## src/hw/rtl/olg_pkg.sv

```systemverilog
// Shared types and constants for the octree leaf grouper.
// Used by olg_front, olg_back and octree_leaf_grouper; depends on nothing.
`default_nettype none

package olg_pkg;

    localparam int KEY_W  = 64;
    localparam int LVL_W  = 5;
    localparam int ADDR_W = 3;

    // Register indexes (paddr[2])
    localparam logic REG_BASE_INDEX = 1'b0;
    localparam logic REG_TOP_LEVEL  = 1'b1;

    typedef struct packed {
        logic [KEY_W-1:0] key;
        logic             is_last;
    } t_in_req;

    typedef struct packed {
        logic [31:0]      leaf_start;
        logic [3:0]       leaf_length;
        logic [LVL_W-1:0] leaf_level;
        logic             forced_cut;
        logic             last_leaf;
    } t_out_req;

    typedef struct packed {
        logic [31:0]      base_index;
        logic [LVL_W-1:0] top_level;
    } t_cfg;

    // 3-bit octant code of a key at a tree level
    function automatic logic [2:0] triplet(input logic [KEY_W-1:0] k,
                                           input logic [LVL_W-1:0] lvl);
        logic [6:0] sh;
        sh = {2'b00, lvl} * 7'd3;
        return 3'(k >> sh);
    endfunction

endpackage

`default_nettype wire

```

## src/hw/rtl/octree_leaf_grouper.sv

```systemverilog
// Top level of the octree leaf grouper: APB registers, front queue, back end.
// Depends on olg_pkg, olg_front and olg_back.
`default_nettype none

// Splits a node's curve-ordered keys into leaves of at most MAX_LEAF keys and
// reports each leaf's start, length and level. Keys enter a two-entry queue
// and are taken one per cycle while the window fills. Once the window
// holds MAX_LEAF+1 keys, or on the node's last key, each leaf is found by a
// level search (one level per cycle), its keys are dropped from the window
// (one-entry shift per cycle) and the next start level is set; the last leaf
// of a node skips the shift. No clearing pass after reset.

module octree_leaf_grouper #(
    parameter int MAX_LEAF   = 8,
    parameter int KEY_LEVELS = 21
) (
    input  wire                        i_clk,
    input  wire                        i_rst_n,
    input  wire                        i_valid,
    output logic                       o_ready,
    input  olg_pkg::t_in_req           i_req,
    output logic                       o_valid,
    input  wire                        i_ready,
    output olg_pkg::t_out_req          o_res,
    input  wire                        psel,
    input  wire                        penable,
    input  wire                        pwrite,
    input  wire [olg_pkg::ADDR_W-1:0]  paddr,
    input  wire [31:0]                 pwdata,
    output logic [31:0]                prdata,
    output logic                       pready
);

    olg_pkg::t_cfg    r_cfg;
    olg_pkg::t_in_req q_req;
    logic q_valid, q_pop, wr_en;

    assign pready = 1'b1;
    assign wr_en  = psel && penable && pwrite;

    // Configuration registers
    always_ff @(posedge i_clk) begin
        if (!i_rst_n) begin
            r_cfg <= '0;
        end else if (wr_en) begin
            case (paddr[2])
                olg_pkg::REG_BASE_INDEX: r_cfg.base_index <= pwdata;
                olg_pkg::REG_TOP_LEVEL:  r_cfg.top_level  <= pwdata[olg_pkg::LVL_W-1:0];
                default: ;
            endcase
        end
    end

    // Register readback
    always_comb begin
        case (paddr[2])
            olg_pkg::REG_BASE_INDEX: prdata = r_cfg.base_index;
            olg_pkg::REG_TOP_LEVEL:  prdata = 32'(r_cfg.top_level);
            default:                 prdata = '0;
        endcase
    end

    olg_front u_front (
        .i_clk     (i_clk),
        .i_rst_n   (i_rst_n),
        .i_valid   (i_valid),
        .o_ready   (o_ready),
        .i_req     (i_req),
        .o_q_valid (q_valid),
        .i_q_pop   (q_pop),
        .o_q_req   (q_req)
    );

    olg_back #(
        .MAX_LEAF   (MAX_LEAF),
        .KEY_LEVELS (KEY_LEVELS)
    ) u_back (
        .i_clk     (i_clk),
        .i_rst_n   (i_rst_n),
        .i_cfg     (r_cfg),
        .i_q_valid (q_valid),
        .o_q_pop   (q_pop),
        .i_q_req   (q_req),
        .o_valid   (o_valid),
        .i_ready   (i_ready),
        .o_res     (o_res)
    );

endmodule

`default_nettype wire

```

## src/hw/rtl/olg_front.sv

```systemverilog
// Front end of the leaf grouper: two-entry request queue that decouples
// the key stream from the leaf search. Depends on olg_pkg.
`default_nettype none

module olg_front (
    input  wire             i_clk,
    input  wire             i_rst_n,
    input  wire             i_valid,
    output logic            o_ready,
    input  olg_pkg::t_in_req i_req,
    output logic            o_q_valid,
    input  wire             i_q_pop,
    output olg_pkg::t_in_req o_q_req
);

    olg_pkg::t_in_req r_mem [2];
    logic       r_wp, r_rp;
    logic [1:0] r_cnt;
    logic       push, pop;

    assign o_ready   = (r_cnt != 2'd2);
    assign o_q_valid = (r_cnt != 2'd0);
    assign o_q_req   = r_mem[r_rp];
    assign push      = i_valid && o_ready;
    assign pop       = i_q_pop && o_q_valid;

    // Storage, no reset needed
    always_ff @(posedge i_clk) begin
        if (push) begin
            r_mem[r_wp] <= i_req;
        end
    end

    // Pointers and count
    always_ff @(posedge i_clk) begin
        if (!i_rst_n) begin
            r_wp  <= 1'b0;
            r_rp  <= 1'b0;
            r_cnt <= 2'd0;
        end else begin
            if (push) r_wp <= ~r_wp;
            if (pop)  r_rp <= ~r_rp;
            r_cnt <= r_cnt + {1'b0, push} - {1'b0, pop};
        end
    end

    a_cnt_max: assert property (@(posedge i_clk) disable iff (!i_rst_n)
        r_cnt != 2'd3) else $error("queue count overflow");
    a_ptr_gap: assert property (@(posedge i_clk) disable iff (!i_rst_n)
        (r_cnt == 2'd1) |-> (r_wp != r_rp)) else $error("queue pointers out of step");
    a_full_eq: assert property (@(posedge i_clk) disable iff (!i_rst_n)
        (r_cnt != 2'd1) |-> (r_wp == r_rp)) else $error("queue pointers out of step");

endmodule

`default_nettype wire

```

## src/hw/rtl/olg_back.sv

```systemverilog
// Back end of the leaf grouper: key window, level search, window shift
// and leaf result register. Depends on olg_pkg.
`default_nettype none

module olg_back #(
    parameter int MAX_LEAF   = 8,
    parameter int KEY_LEVELS = 21
) (
    input  wire              i_clk,
    input  wire              i_rst_n,
    input  olg_pkg::t_cfg    i_cfg,
    input  wire              i_q_valid,
    output logic             o_q_pop,
    input  olg_pkg::t_in_req i_q_req,
    output logic             o_valid,
    input  wire              i_ready,
    output olg_pkg::t_out_req o_res
);

    localparam int W       = MAX_LEAF + 1;
    localparam int CW      = $clog2(W + 1);
    localparam int DEEPEST = KEY_LEVELS - 1;
    localparam int LW      = olg_pkg::LVL_W;

    typedef enum logic [3:0] {
        ST_IDLE   = 4'b0001,
        ST_SEARCH = 4'b0010,
        ST_SHIFT  = 4'b0100,
        ST_NEXT   = 4'b1000
    } t_state;

    t_state r_state;
    logic [olg_pkg::KEY_W-1:0] r_win [W];
    logic [olg_pkg::KEY_W-1:0] r_prev;
    logic [CW-1:0]  r_fill, r_drop;
    logic [31:0]    r_head;
    logic [LW-1:0]  r_lvl;
    logic           r_first, r_last;
    logic           r_out_valid;
    olg_pkg::t_out_req r_out;

    logic [LW:0]    start_raw;
    logic [LW-1:0]  start_lvl, nxt_lvl;
    logic [2:0]     t0;
    logic [CW-1:0]  run_n, len;
    logic           over, deepest, done, final_leaf, out_free, pop;

    // Start level of a node, clamped to the deepest level
    assign start_raw = {1'b0, i_cfg.top_level} + {{LW{1'b0}}, 1'b1};
    assign start_lvl = (int'(start_raw) > DEEPEST) ? LW'(DEEPEST) : start_raw[LW-1:0];

    // Run of keys sharing the head's triplet at the current level
    always_comb begin
        t0    = olg_pkg::triplet(r_win[0], r_lvl);
        run_n = r_fill;
        for (int i = W - 1; i >= 1; i--) begin
            if ((CW'(i) < r_fill) && (olg_pkg::triplet(r_win[i], r_lvl) != t0)) begin
                run_n = CW'(i);
            end
        end
    end

    assign over       = (int'(run_n) > MAX_LEAF);
    assign deepest    = (int'(r_lvl) >= DEEPEST);
    assign done       = !over || deepest;
    assign len        = over ? CW'(MAX_LEAF) : run_n;
    assign final_leaf = r_last && (len == r_fill);
    assign out_free   = !r_out_valid || i_ready;

    // First level where new head and previous key part ways
    always_comb begin
        nxt_lvl = LW'(DEEPEST);
        for (int l = KEY_LEVELS - 2; l >= 0; l--) begin
            if ((LW'(l) >= start_lvl) &&
                (olg_pkg::triplet(r_win[0], LW'(l)) != olg_pkg::triplet(r_prev, LW'(l)))) begin
                nxt_lvl = LW'(l);
            end
        end
    end

    assign pop     = (r_state == ST_IDLE) && i_q_valid;
    assign o_q_pop = pop;
    assign o_valid = r_out_valid;
    assign o_res   = r_out;

    // Window storage and result payload
    always_ff @(posedge i_clk) begin
        if (pop && (int'(r_fill) < W)) begin
            r_win[r_fill[$clog2(W)-1:0]] <= i_q_req.key;
        end
        if (r_state == ST_SHIFT) begin
            r_prev <= r_win[0];
            for (int i = 0; i < W - 1; i++) begin
                r_win[i] <= r_win[i+1];
            end
        end
        if ((r_state == ST_SEARCH) && done && out_free) begin
            r_out.leaf_start  <= i_cfg.base_index + r_head;
            r_out.leaf_length <= 4'(len);
            r_out.leaf_level  <= r_lvl;
            r_out.forced_cut  <= over;
            r_out.last_leaf   <= final_leaf;
        end
    end

    // Control sequencer
    always_ff @(posedge i_clk) begin
        if (!i_rst_n) begin
            r_state     <= ST_IDLE;
            r_fill      <= '0;
            r_drop      <= '0;
            r_head      <= '0;
            r_lvl       <= '0;
            r_first     <= 1'b1;
            r_last      <= 1'b0;
            r_out_valid <= 1'b0;
        end else begin
            if (i_ready) r_out_valid <= 1'b0;
            case (r_state)
                ST_IDLE: begin
                    if (i_q_valid) begin
                        if (r_first) r_lvl <= start_lvl;
                        r_first <= 1'b0;
                        r_last  <= i_q_req.is_last;
                        if (int'(r_fill) < W) r_fill <= r_fill + CW'(1);
                        if ((int'(r_fill) + 1 >= W) || i_q_req.is_last) begin
                            r_state <= ST_SEARCH;
                        end
                    end
                end
                ST_SEARCH: begin
                    if (!done) begin
                        r_lvl <= r_lvl + LW'(1);
                    end else if (out_free) begin
                        r_out_valid <= 1'b1;
                        if (final_leaf) begin
                            r_fill  <= '0;
                            r_head  <= '0;
                            r_first <= 1'b1;
                            r_last  <= 1'b0;
                            r_state <= ST_IDLE;
                        end else begin
                            r_head  <= r_head + 32'(len);
                            r_drop  <= len;
                            r_state <= ST_SHIFT;
                        end
                    end
                end
                ST_SHIFT: begin
                    r_fill <= r_fill - CW'(1);
                    r_drop <= r_drop - CW'(1);
                    if (r_drop == CW'(1)) r_state <= ST_NEXT;
                end
                ST_NEXT: begin
                    r_lvl <= nxt_lvl;
                    if ((int'(r_fill) == W) || r_last) r_state <= ST_SEARCH;
                    else                               r_state <= ST_IDLE;
                end
                default: r_state <= ST_IDLE;
            endcase
        end
    end

    a_fill_max: assert property (@(posedge i_clk) disable iff (!i_rst_n)
        int'(r_fill) <= W) else $error("window overfilled");
    a_lvl_max: assert property (@(posedge i_clk) disable iff (!i_rst_n)
        int'(r_lvl) <= DEEPEST) else $error("search level beyond deepest");
    a_shift_cnt: assert property (@(posedge i_clk) disable iff (!i_rst_n)
        (r_state == ST_SHIFT) |-> (r_drop != '0 && r_fill != '0))
        else $error("shift without entries");
    a_search_fill: assert property (@(posedge i_clk) disable iff (!i_rst_n)
        (r_state == ST_SEARCH) |-> (r_fill != '0)) else $error("search on empty window");

endmodule

`default_nettype wire

```

## config.mk

```make
export PLATFORM = sky130hd
export DESIGN_NAME = octree_leaf_grouper
export DESIGN_NICKNAME = d
export VERILOG_FILES = /design/src/hw/rtl/olg_pkg.sv /design/src/hw/rtl/octree_leaf_grouper.sv /design/src/hw/rtl/olg_front.sv /design/src/hw/rtl/olg_back.sv
export SDC_FILE = /design/constraint.sdc
export NUM_CORES = 1
export LEC_CHECK = 0
export CAP_MARGIN = 20
export CORE_UTILIZATION = 60
export DETAILED_ROUTE_END_ITERATION = 8
export DONT_BUFFER_PORTS = 1
export PLACE_DENSITY = 0.76
export REMOVE_ABC_BUFFERS = 1
export SLEW_MARGIN = 20
export SYNTH_ARGS = -nofsm -noshare
export SYNTH_HDL_FRONTEND = slang
export SYNTH_HIERARCHICAL = 1
export SYNTH_SLANG_ARGS = --single-unit
```

## constraint.sdc

```tcl
create_clock -name i_clk -period 11.04 [get_ports i_clk]
set_input_delay 1.656 -clock i_clk [delete_from_list [all_inputs] [get_ports i_clk]]
set_output_delay 1.656 -clock i_clk [all_outputs]
set_load 0.005 [all_outputs]
```

Word level (Yosys, flattened, before mapping)

Memory sizes are Yosys's and may differ from the RTL's. A register that Yosys moved wholly into a read port is not among the register bits.
Cells that the tools add are included.

Bits in registers: 196
RAM bits: 706
Output and inout port bits: 78
Memories kept: 2

Memory list:

| name          | words | width | rd ports | clocked after Yosys merged registers in | write ports | line            | RTL |
|---|---|---|---|---|---|---|---|
| u_back.r_win  | 9     | 64    | 9        | 0                                       | 8           | olg_back.sv:33  | `logic [olg_pkg::KEY_W-1:0] r_win [W];` |
| u_front.r_mem | 2     | 65    | 1        | 1                                       | 1           | olg_front.sv:16 | `olg_pkg::t_in_req r_mem [2];` |

Add/subtract/negate cells: 10
Multipliers: 1
Magnitude comparators: 33
Eq/ne operators: 46
Shift operators: 9
Multiplexer cells: 79
Bitwise logic cells: 3
Reductions and logical operators: 57

Operators by type and width:

| cell                                                                                  | number |
|---|---|
| 64-bit by 7-bit >> shifter with 3-bit output                                          | 9 |
| 5-bit 2-to-1 mux                                                                      | 23 |
| 4-bit 2-to-1 mux                                                                      | 23 |
| 3-bit inequality test                                                                 | 28 |
| 64-bit 2-to-1 mux                                                                     | 1 |
| 32-bit one-hot mux with 2 select lines                                                | 1 |
| 64-bit OR reduction                                                                   | 1 |
| 4-bit by 5-bit greater-or-equal comparator with 1-bit output (first input constant)   | 8 |
| 1-bit logical AND                                                                     | 37 |
| 32-bit adder                                                                          | 1 |
| 32-bit by 4-bit adder with 32-bit output                                              | 1 |
| 32-bit by 5-bit greater-or-equal comparator with 1-bit output (second input constant) | 1 |
| 32-bit 2-to-1 mux                                                                     | 1 |
| 1-bit 2-to-1 mux                                                                      | 21 |
| 3-bit by 5-bit greater-or-equal comparator with 1-bit output (first input constant)   | 4 |
| 5-bit greater-or-equal comparator (first input constant)                              | 4 |
| 3-bit by 4-bit < comparator with 1-bit output (first input constant)                  | 4 |
| 4-bit one-hot mux with 4 select lines                                                 | 1 |
| 5-bit one-hot mux with 3 select lines                                                 | 1 |
| 2-bit inequality test (second input constant)                                         | 6 |
| 4-bit one-hot mux with 3 select lines                                                 | 1 |
| 1-bit by 5-bit greater-or-equal comparator with 1-bit output (first input constant)   | 2 |
| 2-bit by 5-bit greater-or-equal comparator with 1-bit output (first input constant)   | 2 |
| 2-bit by 1-bit inequality test with 1-bit output (second input constant)              | 5 |
| 34 further kinds                                                                      | 52 |

Depth between registers and ports, before layout

Depth after elaboration: 26
Depth in mapped cells: 26
Depth with buffers taken out: 20

By module

Netlist, hierarchy kept.

Modules (own cells, without submodules):

| module              | times used | cells an instance | area each (sq um) | seq. area each (sq um) |
|---|---|---|---|---|
| olg_back            | 1          | 3166              | 36263.5           | 21430.6 |
| olg_front           | 1          | 226               | 5129.9            | 4003.8 |
| octree_leaf_grouper | 1          | 195               | 1736.7            | 740.7 |

Worst setup path after synthesis

Ideal clock, no wire load.

Path type: register -> register
Start point: register u_back.r_fill[3]
End point: memory u_back/r_win[8][0] (netlist name), enable pin
Setup time: 0.565 ns
Arrival time: 5.433 ns
Slack: 5.042 ns
Stages on the path, launching flop included: 5
Buffers on the path: 2
Clock period less this slack: 5.998 ns
Cell sequence: dfxtp_1 clkbuf_1 clkbuf_1 nand2_1 nor3_1

RTL lines:

| item                   | line            | RTL |
|---|---|---|
| start, declared        | olg_back.sv:35  | `logic [CW-1:0] r_fill, r_drop;` |
| start signal, assigned | olg_back.sv:150 | `r_fill <= r_fill - CW'(1);` |
| end, declared          | olg_back.sv:33  |  |

Worst setup path after layout

Start point: register u_back.r_lvl[1]
End point: register u_back.r_head[12]

Cells in the longest elaborated chain, start to end: 17
Elaborated cells between the ends (all ways): 44
Those cells by class: add/sub: 1; mul: 1; order compare: 2; eq/ne: 9; shift: 9; mux: 10; reduce/logical: 12

RTL lines:

| item                                                                             | line            | RTL |
|---|---|---|
| start, declared                                                                  | olg_back.sv:37  | `logic [LW-1:0] r_lvl;` |
| start signal, assigned                                                           | olg_back.sv:122 | `if (r_first) r_lvl <= start_lvl;` |
| start signal, assigned                                                           | olg_back.sv:133 | `r_lvl <= r_lvl + LW'(1);` |
| start signal, assigned                                                           | olg_back.sv:155 | `r_lvl <= nxt_lvl;` |
| 5-bit by 2-bit multiplier with 7-bit output (*)                                  | olg_pkg.sv:37   | `sh = {2'b00, lvl} * 7'd3;` |
| 64-bit by 7-bit >> shifter with 3-bit output                                     | olg_pkg.sv:38   | `return 3'(k >> sh);` |
| 3-bit inequality test                                                            | olg_back.sv:57  | `if ((CW'(i) < r_fill) && (olg_pkg::triplet(r_win[i], r_lvl) != t0)) begin` |
| 1-bit logical AND                                                                | olg_back.sv:57  |  |
| 4-bit 2-to-1 mux (7 in series)                                                   | olg_back.sv:57  |  |
| 4-bit 2-to-1 mux (*)                                                             | olg_back.sv:57  |  |
| 4-bit > comparator                                                               | olg_back.sv:63  | `assign over = (int'(run_n) > MAX_LEAF);` |
| 4-bit 2-to-1 mux (*)                                                             | olg_back.sv:66  | `assign len = over ? CW'(MAX_LEAF) : run_n;` |
| via u_back.len[0]                                                                | olg_back.sv:45  | `logic [CW-1:0] run_n, len;` |
| branches (longest 2 deep; another with 32-bit by 4-bit adder with 32-bit output) | -               |  |
| 32-bit 2-to-1 mux (*)                                                            | olg_back.sv:136 | `if (final_leaf) begin` |
| end signal, assigned                                                             | olg_back.sv:143 | `r_head <= r_head + 32'(len);` |
| end, declared                                                                    | olg_back.sv:36  | `logic [31:0] r_head;` |

Mark *: on every way through the listed nets, which the timed path passes.
A chain may end at the register's enable or synchronous reset.

==> results.py <==
metrics = {
    "outcome": {
        "status": "completed",
    },
    "critical_path": {
        "worstPathCellList": "buf_4 > mux2i_1 > o22ai_1 > o21ai_0 > o211ai_1 > xor2_1 > or4_1 > nand3_1 > a21oi_2 > nor2_1 > o21a_1 > ha_1 > inv_1 > fa_1 > inv_1 > a21o_1 > a21oi_1 > nor3b_4 > nand4_1 > xor2_1 > nor2_1",
        "crit_path_start": "u_back/r_lvl[1]$_SDFFE_PN0P_",
        "crit_path_end_kind": "flip-flop",
        "critPathLaunchType": "flip-flop",
        "cp_slowest_cell": "dfxtp_4",
        "crit_required_ns": 11.56,
        "max_stage_delay_ns": 0.90,
        "cp.buffers_inverters": 3,
        "cp.depth": 21,
        "critPathCapture": "u_back/r_head[12]$_SDFFE_PN0P_",
        "reg2reg_setup_slack_ns": 4.73,
        "crit_fanout": 51,
        "crit_type": "flip-flop to flip-flop",
        "critical-path-top-delay-family": "simple AND/OR/NAND/NOR gates",
        "reg2regPathDepth": 21,
        "r2r-end": "u_back/r_head[12]$_SDFFE_PN0P_",
        "reg2reg_from": "u_back/r_lvl[1]$_SDFFE_PN0P_",
        "cp.arrival_ns": 6.84,
    },
    "floorplan": {
        "dieArea_mm2": 0.0730,
        "die_w_um": 270,
        "ioPinCount": 185,
        "initial_core_util": 0.611,
        "rows": 97,
        "die_height_um": 270,
        "core_mm2": 0.0706,
    },
    "synthesis": {
        "synth-xor-area-share": 0.0303,
        "synthDistinctLibCells": 109,
        "netlist_area_mm2": 0.0431,
        "ys_ff_latch": 903,
        "synth-edff-count": 809,
        "syn_inst": 3587,
        "avgSynthCellArea_um2": 12.0,
        "synth_top_family_by_area": "simple AND/OR/NAND/NOR gates",
        "yosys.area.top_type": "edfxtp_1",
        "synth_compound_area_frac": 0.0617,
        "muxShareOfSynthArea": 0.108,
        "synthArstFlopShare": 0,
        "yosys.area.top_type_share": 0.563,
        "synthAdderAreaFrac": 0.0146,
        "synthTopCellsByArea": "edfxtp_1 56%, nand2_1 11%, dfxtp_1 4.4%, mux4_2 3.7%, mux2i_1 3.1%",
        "yosysSeqAreaShare": 0.607,
        "yosys.area_share.simple": 0.150,
        "yosys_warnings": 6,
        "synth_ff_type": "edfxtp_1",
    },
    "worst_hold_path": {
        "min_from": "u_back/r_lvl[4]$_SDFFE_PN0P_",
        "hp-class": "flip-flop to flip-flop",
        "worstHoldPathCells": 0,
    },
    "timing": {
        "worst_slew_pin_slew_ns": 1.15,
        "setup_viol": 0,
        "fin_skew_ns": 0.0311,
        "rsz0062_at_grt": "no",
        "max_freq_mhz": 158,
        "fin_hold_ws_ns": 0.438,
        "min_period_over_period": 0.572,
        "finalHoldViolCount": 0,
        "slew_headroom": 0.232,
        "period_minus_slack_ns": 6.31,
        "finalMaxSlewViolations": 0,
    },
    "final_layout": {
        "fin_util": 0.658,
        "final_nets": 3694,
        "layout-drive-gt1-share": 0.104,
        "area_growth_pct": 7.68,
        "antenna_cells": 0,
    },
    "cts": {
        "hold_buffers": 0,
        "ctsHtreeMaxLevel": 3,
        "cts-buffers-inserted": 92,
        "cts_resized": 0,
        "clock-sinks": 903,
        "post_cts_buffers": 0,
        "tritoncts": "done",
        "cts_root_buf": "clkbuf_16",
        "clockBufferDepth": 3,
        "clk_latency_ns": 0.66,
        "clkSlewWorstSetupHoldPaths_ns": 0.06,
    },
    "placement": {
        "dp_hpwl_um": 66900,
        "place.gp.congestion": 0.966,
        "port_buffers": 0,
    },
    "global_route": {
        "grt_pass1_vias": 27014,
        "grt_pass1_wl_um": 155000,
        "grt_usage": 0.276,
        "antenna_found_initial": 0,
        "grt_max_degree": 224,
        "grt-ovfl-total": 0,
    },
    "power_and_ir_drop": {
        "p_total_uw": 10300,
        "leakagePower_uw": 0.0165,
        "powerDensity_mw_per_mm2": 221,
        "vdd_drop_max_mv": 0.223,
    },
    "detailed_routing": {
        "drc_errors": 0,
        "drtPass1Iterations": 5,
        "wl_um": 100000,
        "vias": 27771,
        "drtIter0Drc": 3252,
        "ant_nets": 0,
        "detail_route.vias_per_cell": 6.11,
        "wl_per_cell_um": 22.1,
    },
    "run": {
        "cap_violations": 0,
    },
}
-- kinds of logic (layout without fill, tap and decap cells) --
group | after synthesis | count (layout)
other | 1 | 1
buffers and inverters | 219 | 240
AO/OA/AOI/OAI | 374 | 374
flip-flops | 903 | 903
AND/OR/NAND/NOR | 1578 | 1578
multiplexers | 314 | 314
adder cells (fa/ha/maj) | 49 | 49
XOR/XNOR | 149 | 149
-- power breakdown --
part           total (uW)  internal, uW  switching (uW)  leakage (uW)
combinational        2820          1030            1790       0.00701
sequential           4520          4270             242       0.00815
clock                2940          1660            1280       0.00138
-- cell usage after synthesis, types with 7 or more instances --
cell and number:
a211oi_1 12, a21boi_0 10, a21o_1 11, a21oi_1 72, a221oi_1 7, a22o_1 7
a22oi_1 33, a31oi_1 14, and2_1 13, and3_1 12, buf_2 34, buf_6 24
clkbuf_1 94, dfxtp_1 94, edfxtp_1 809, ha_1 47, inv_1 41, mux2_2 39
mux2_4 50, mux2i_1 135, mux4_1 20, mux4_2 70, nand2_1 1266, nand2b_1 19
nand3_1 27, nand4_1 9, nor2_1 110, nor2b_1 49, nor3_1 27, o21a_1 10
o21ai_0 68, o22ai_1 22, o31ai_1 9, o32ai_1 10, xnor2_1 89, xor2_1 60
-- per-stage QoR --
stage | cell area [um^2] | setup WS, ns | setup TNS (ns) | cells
after floorplan | 42100 | -2.69 | -883.62 | 3412
after global placement | 43600 | 4.81 | 0 | 4383
after detailed placement | 43600 | 4.73 | 0 | 4383
after CTS | 46400 | 4.70 | 0 | 4547
after global routing | 46400 | 4.34 | 0 | 4548
final | 46400 | 4.73 | 0 | 4548
-- sequential cells by signal (all words and copies together), names as in the netlist, 2 cells and up, named ones only --
name / flops
r_cfg: 37
u_front/r_cnt: 2
u_back/r_head: 32
u_back/r_win: 576
u_back/r_state: 4
u_front/r_mem: 130
u_back/r_prev: 60
u_back/r_lvl: 5
u_back/r_drop: 4
u_back/r_fill: 4
u_back/o_res: 43
-- worst min path at each step --
stage	endpoint	slack, ns
6_report	u_back/o_res[6]$_DFFE_PP_	0.44
2_1_floorplan	u_back/r_first$_SDFFE_PN1P_	0.43
3_3_place_gp	u_back/o_res[6]$_DFFE_PP_	0.42
3_5_place_dp	u_back/o_res[6]$_DFFE_PP_	0.42
5_1_grt	u_back/o_res[6]$_DFFE_PP_	0.45
4_1_cts	u_back/o_res[6]$_DFFE_PP_	0.44
-- cells in the final DEF, fill, tap and decap left out, drive strengths merged, types with 13 or more instances in the layout --
master,n
nand2,1266
edfxtp,809
mux2i,135
clkbuf,119
nor2,110
dfxtp,94
mux4,90
xnor2,89
mux2,89
a21oi,77
o21ai,70
xor2,60
nor2b,49
ha,47
inv,44
clkinv,41
a22oi,35
buf,32
nand3,31
nor3,30
o22ai,22
nand2b,20
a31oi,15
and2,14
a211oi,13
and3,13
-- routing by layer --
layer  global-route usage  wire length, um  vias up
met3               0.0496             7850      193
met5                    0                0        -
met1                0.377            41200    13660
li1                     -                -    12715
met4                0.120             4370        0
met2                0.436            47100     1203
-- area by class of cell --
class | instances | area [um^2]
flip-flops and latches | 903 | 26200
fillers | 5145 | 24200
multi-input cells | 2465 | 15800
clock buffers | 119 | 2440
well taps | 940 | 1180
clock inverters | 45 | 389
repair buffers | 32 | 302
inverters | 44 | 173
-- worst register-to-register path, stage by stage (launching register included) --
cell and delay, ns:
dfxtp_4 0.90, buf_4 0.62, mux2i_1 0.48, o22ai_1 0.17
o21ai_0 0.52, o211ai_1 0.21, xor2_1 0.22, or4_1 0.49
nand3_1 0.11, a21oi_2 0.11, nor2_1 0.12, o21a_1 0.25
ha_1 0.21, inv_1 0.05, fa_1 0.39, inv_1 0.07
a21o_1 0.11, a21oi_1 0.10, nor3b_4 0.63, nand4_1 0.20
xor2_1 0.18, nor2_1 0.05
Note: power is estimated with default switching activity, not from simulation.
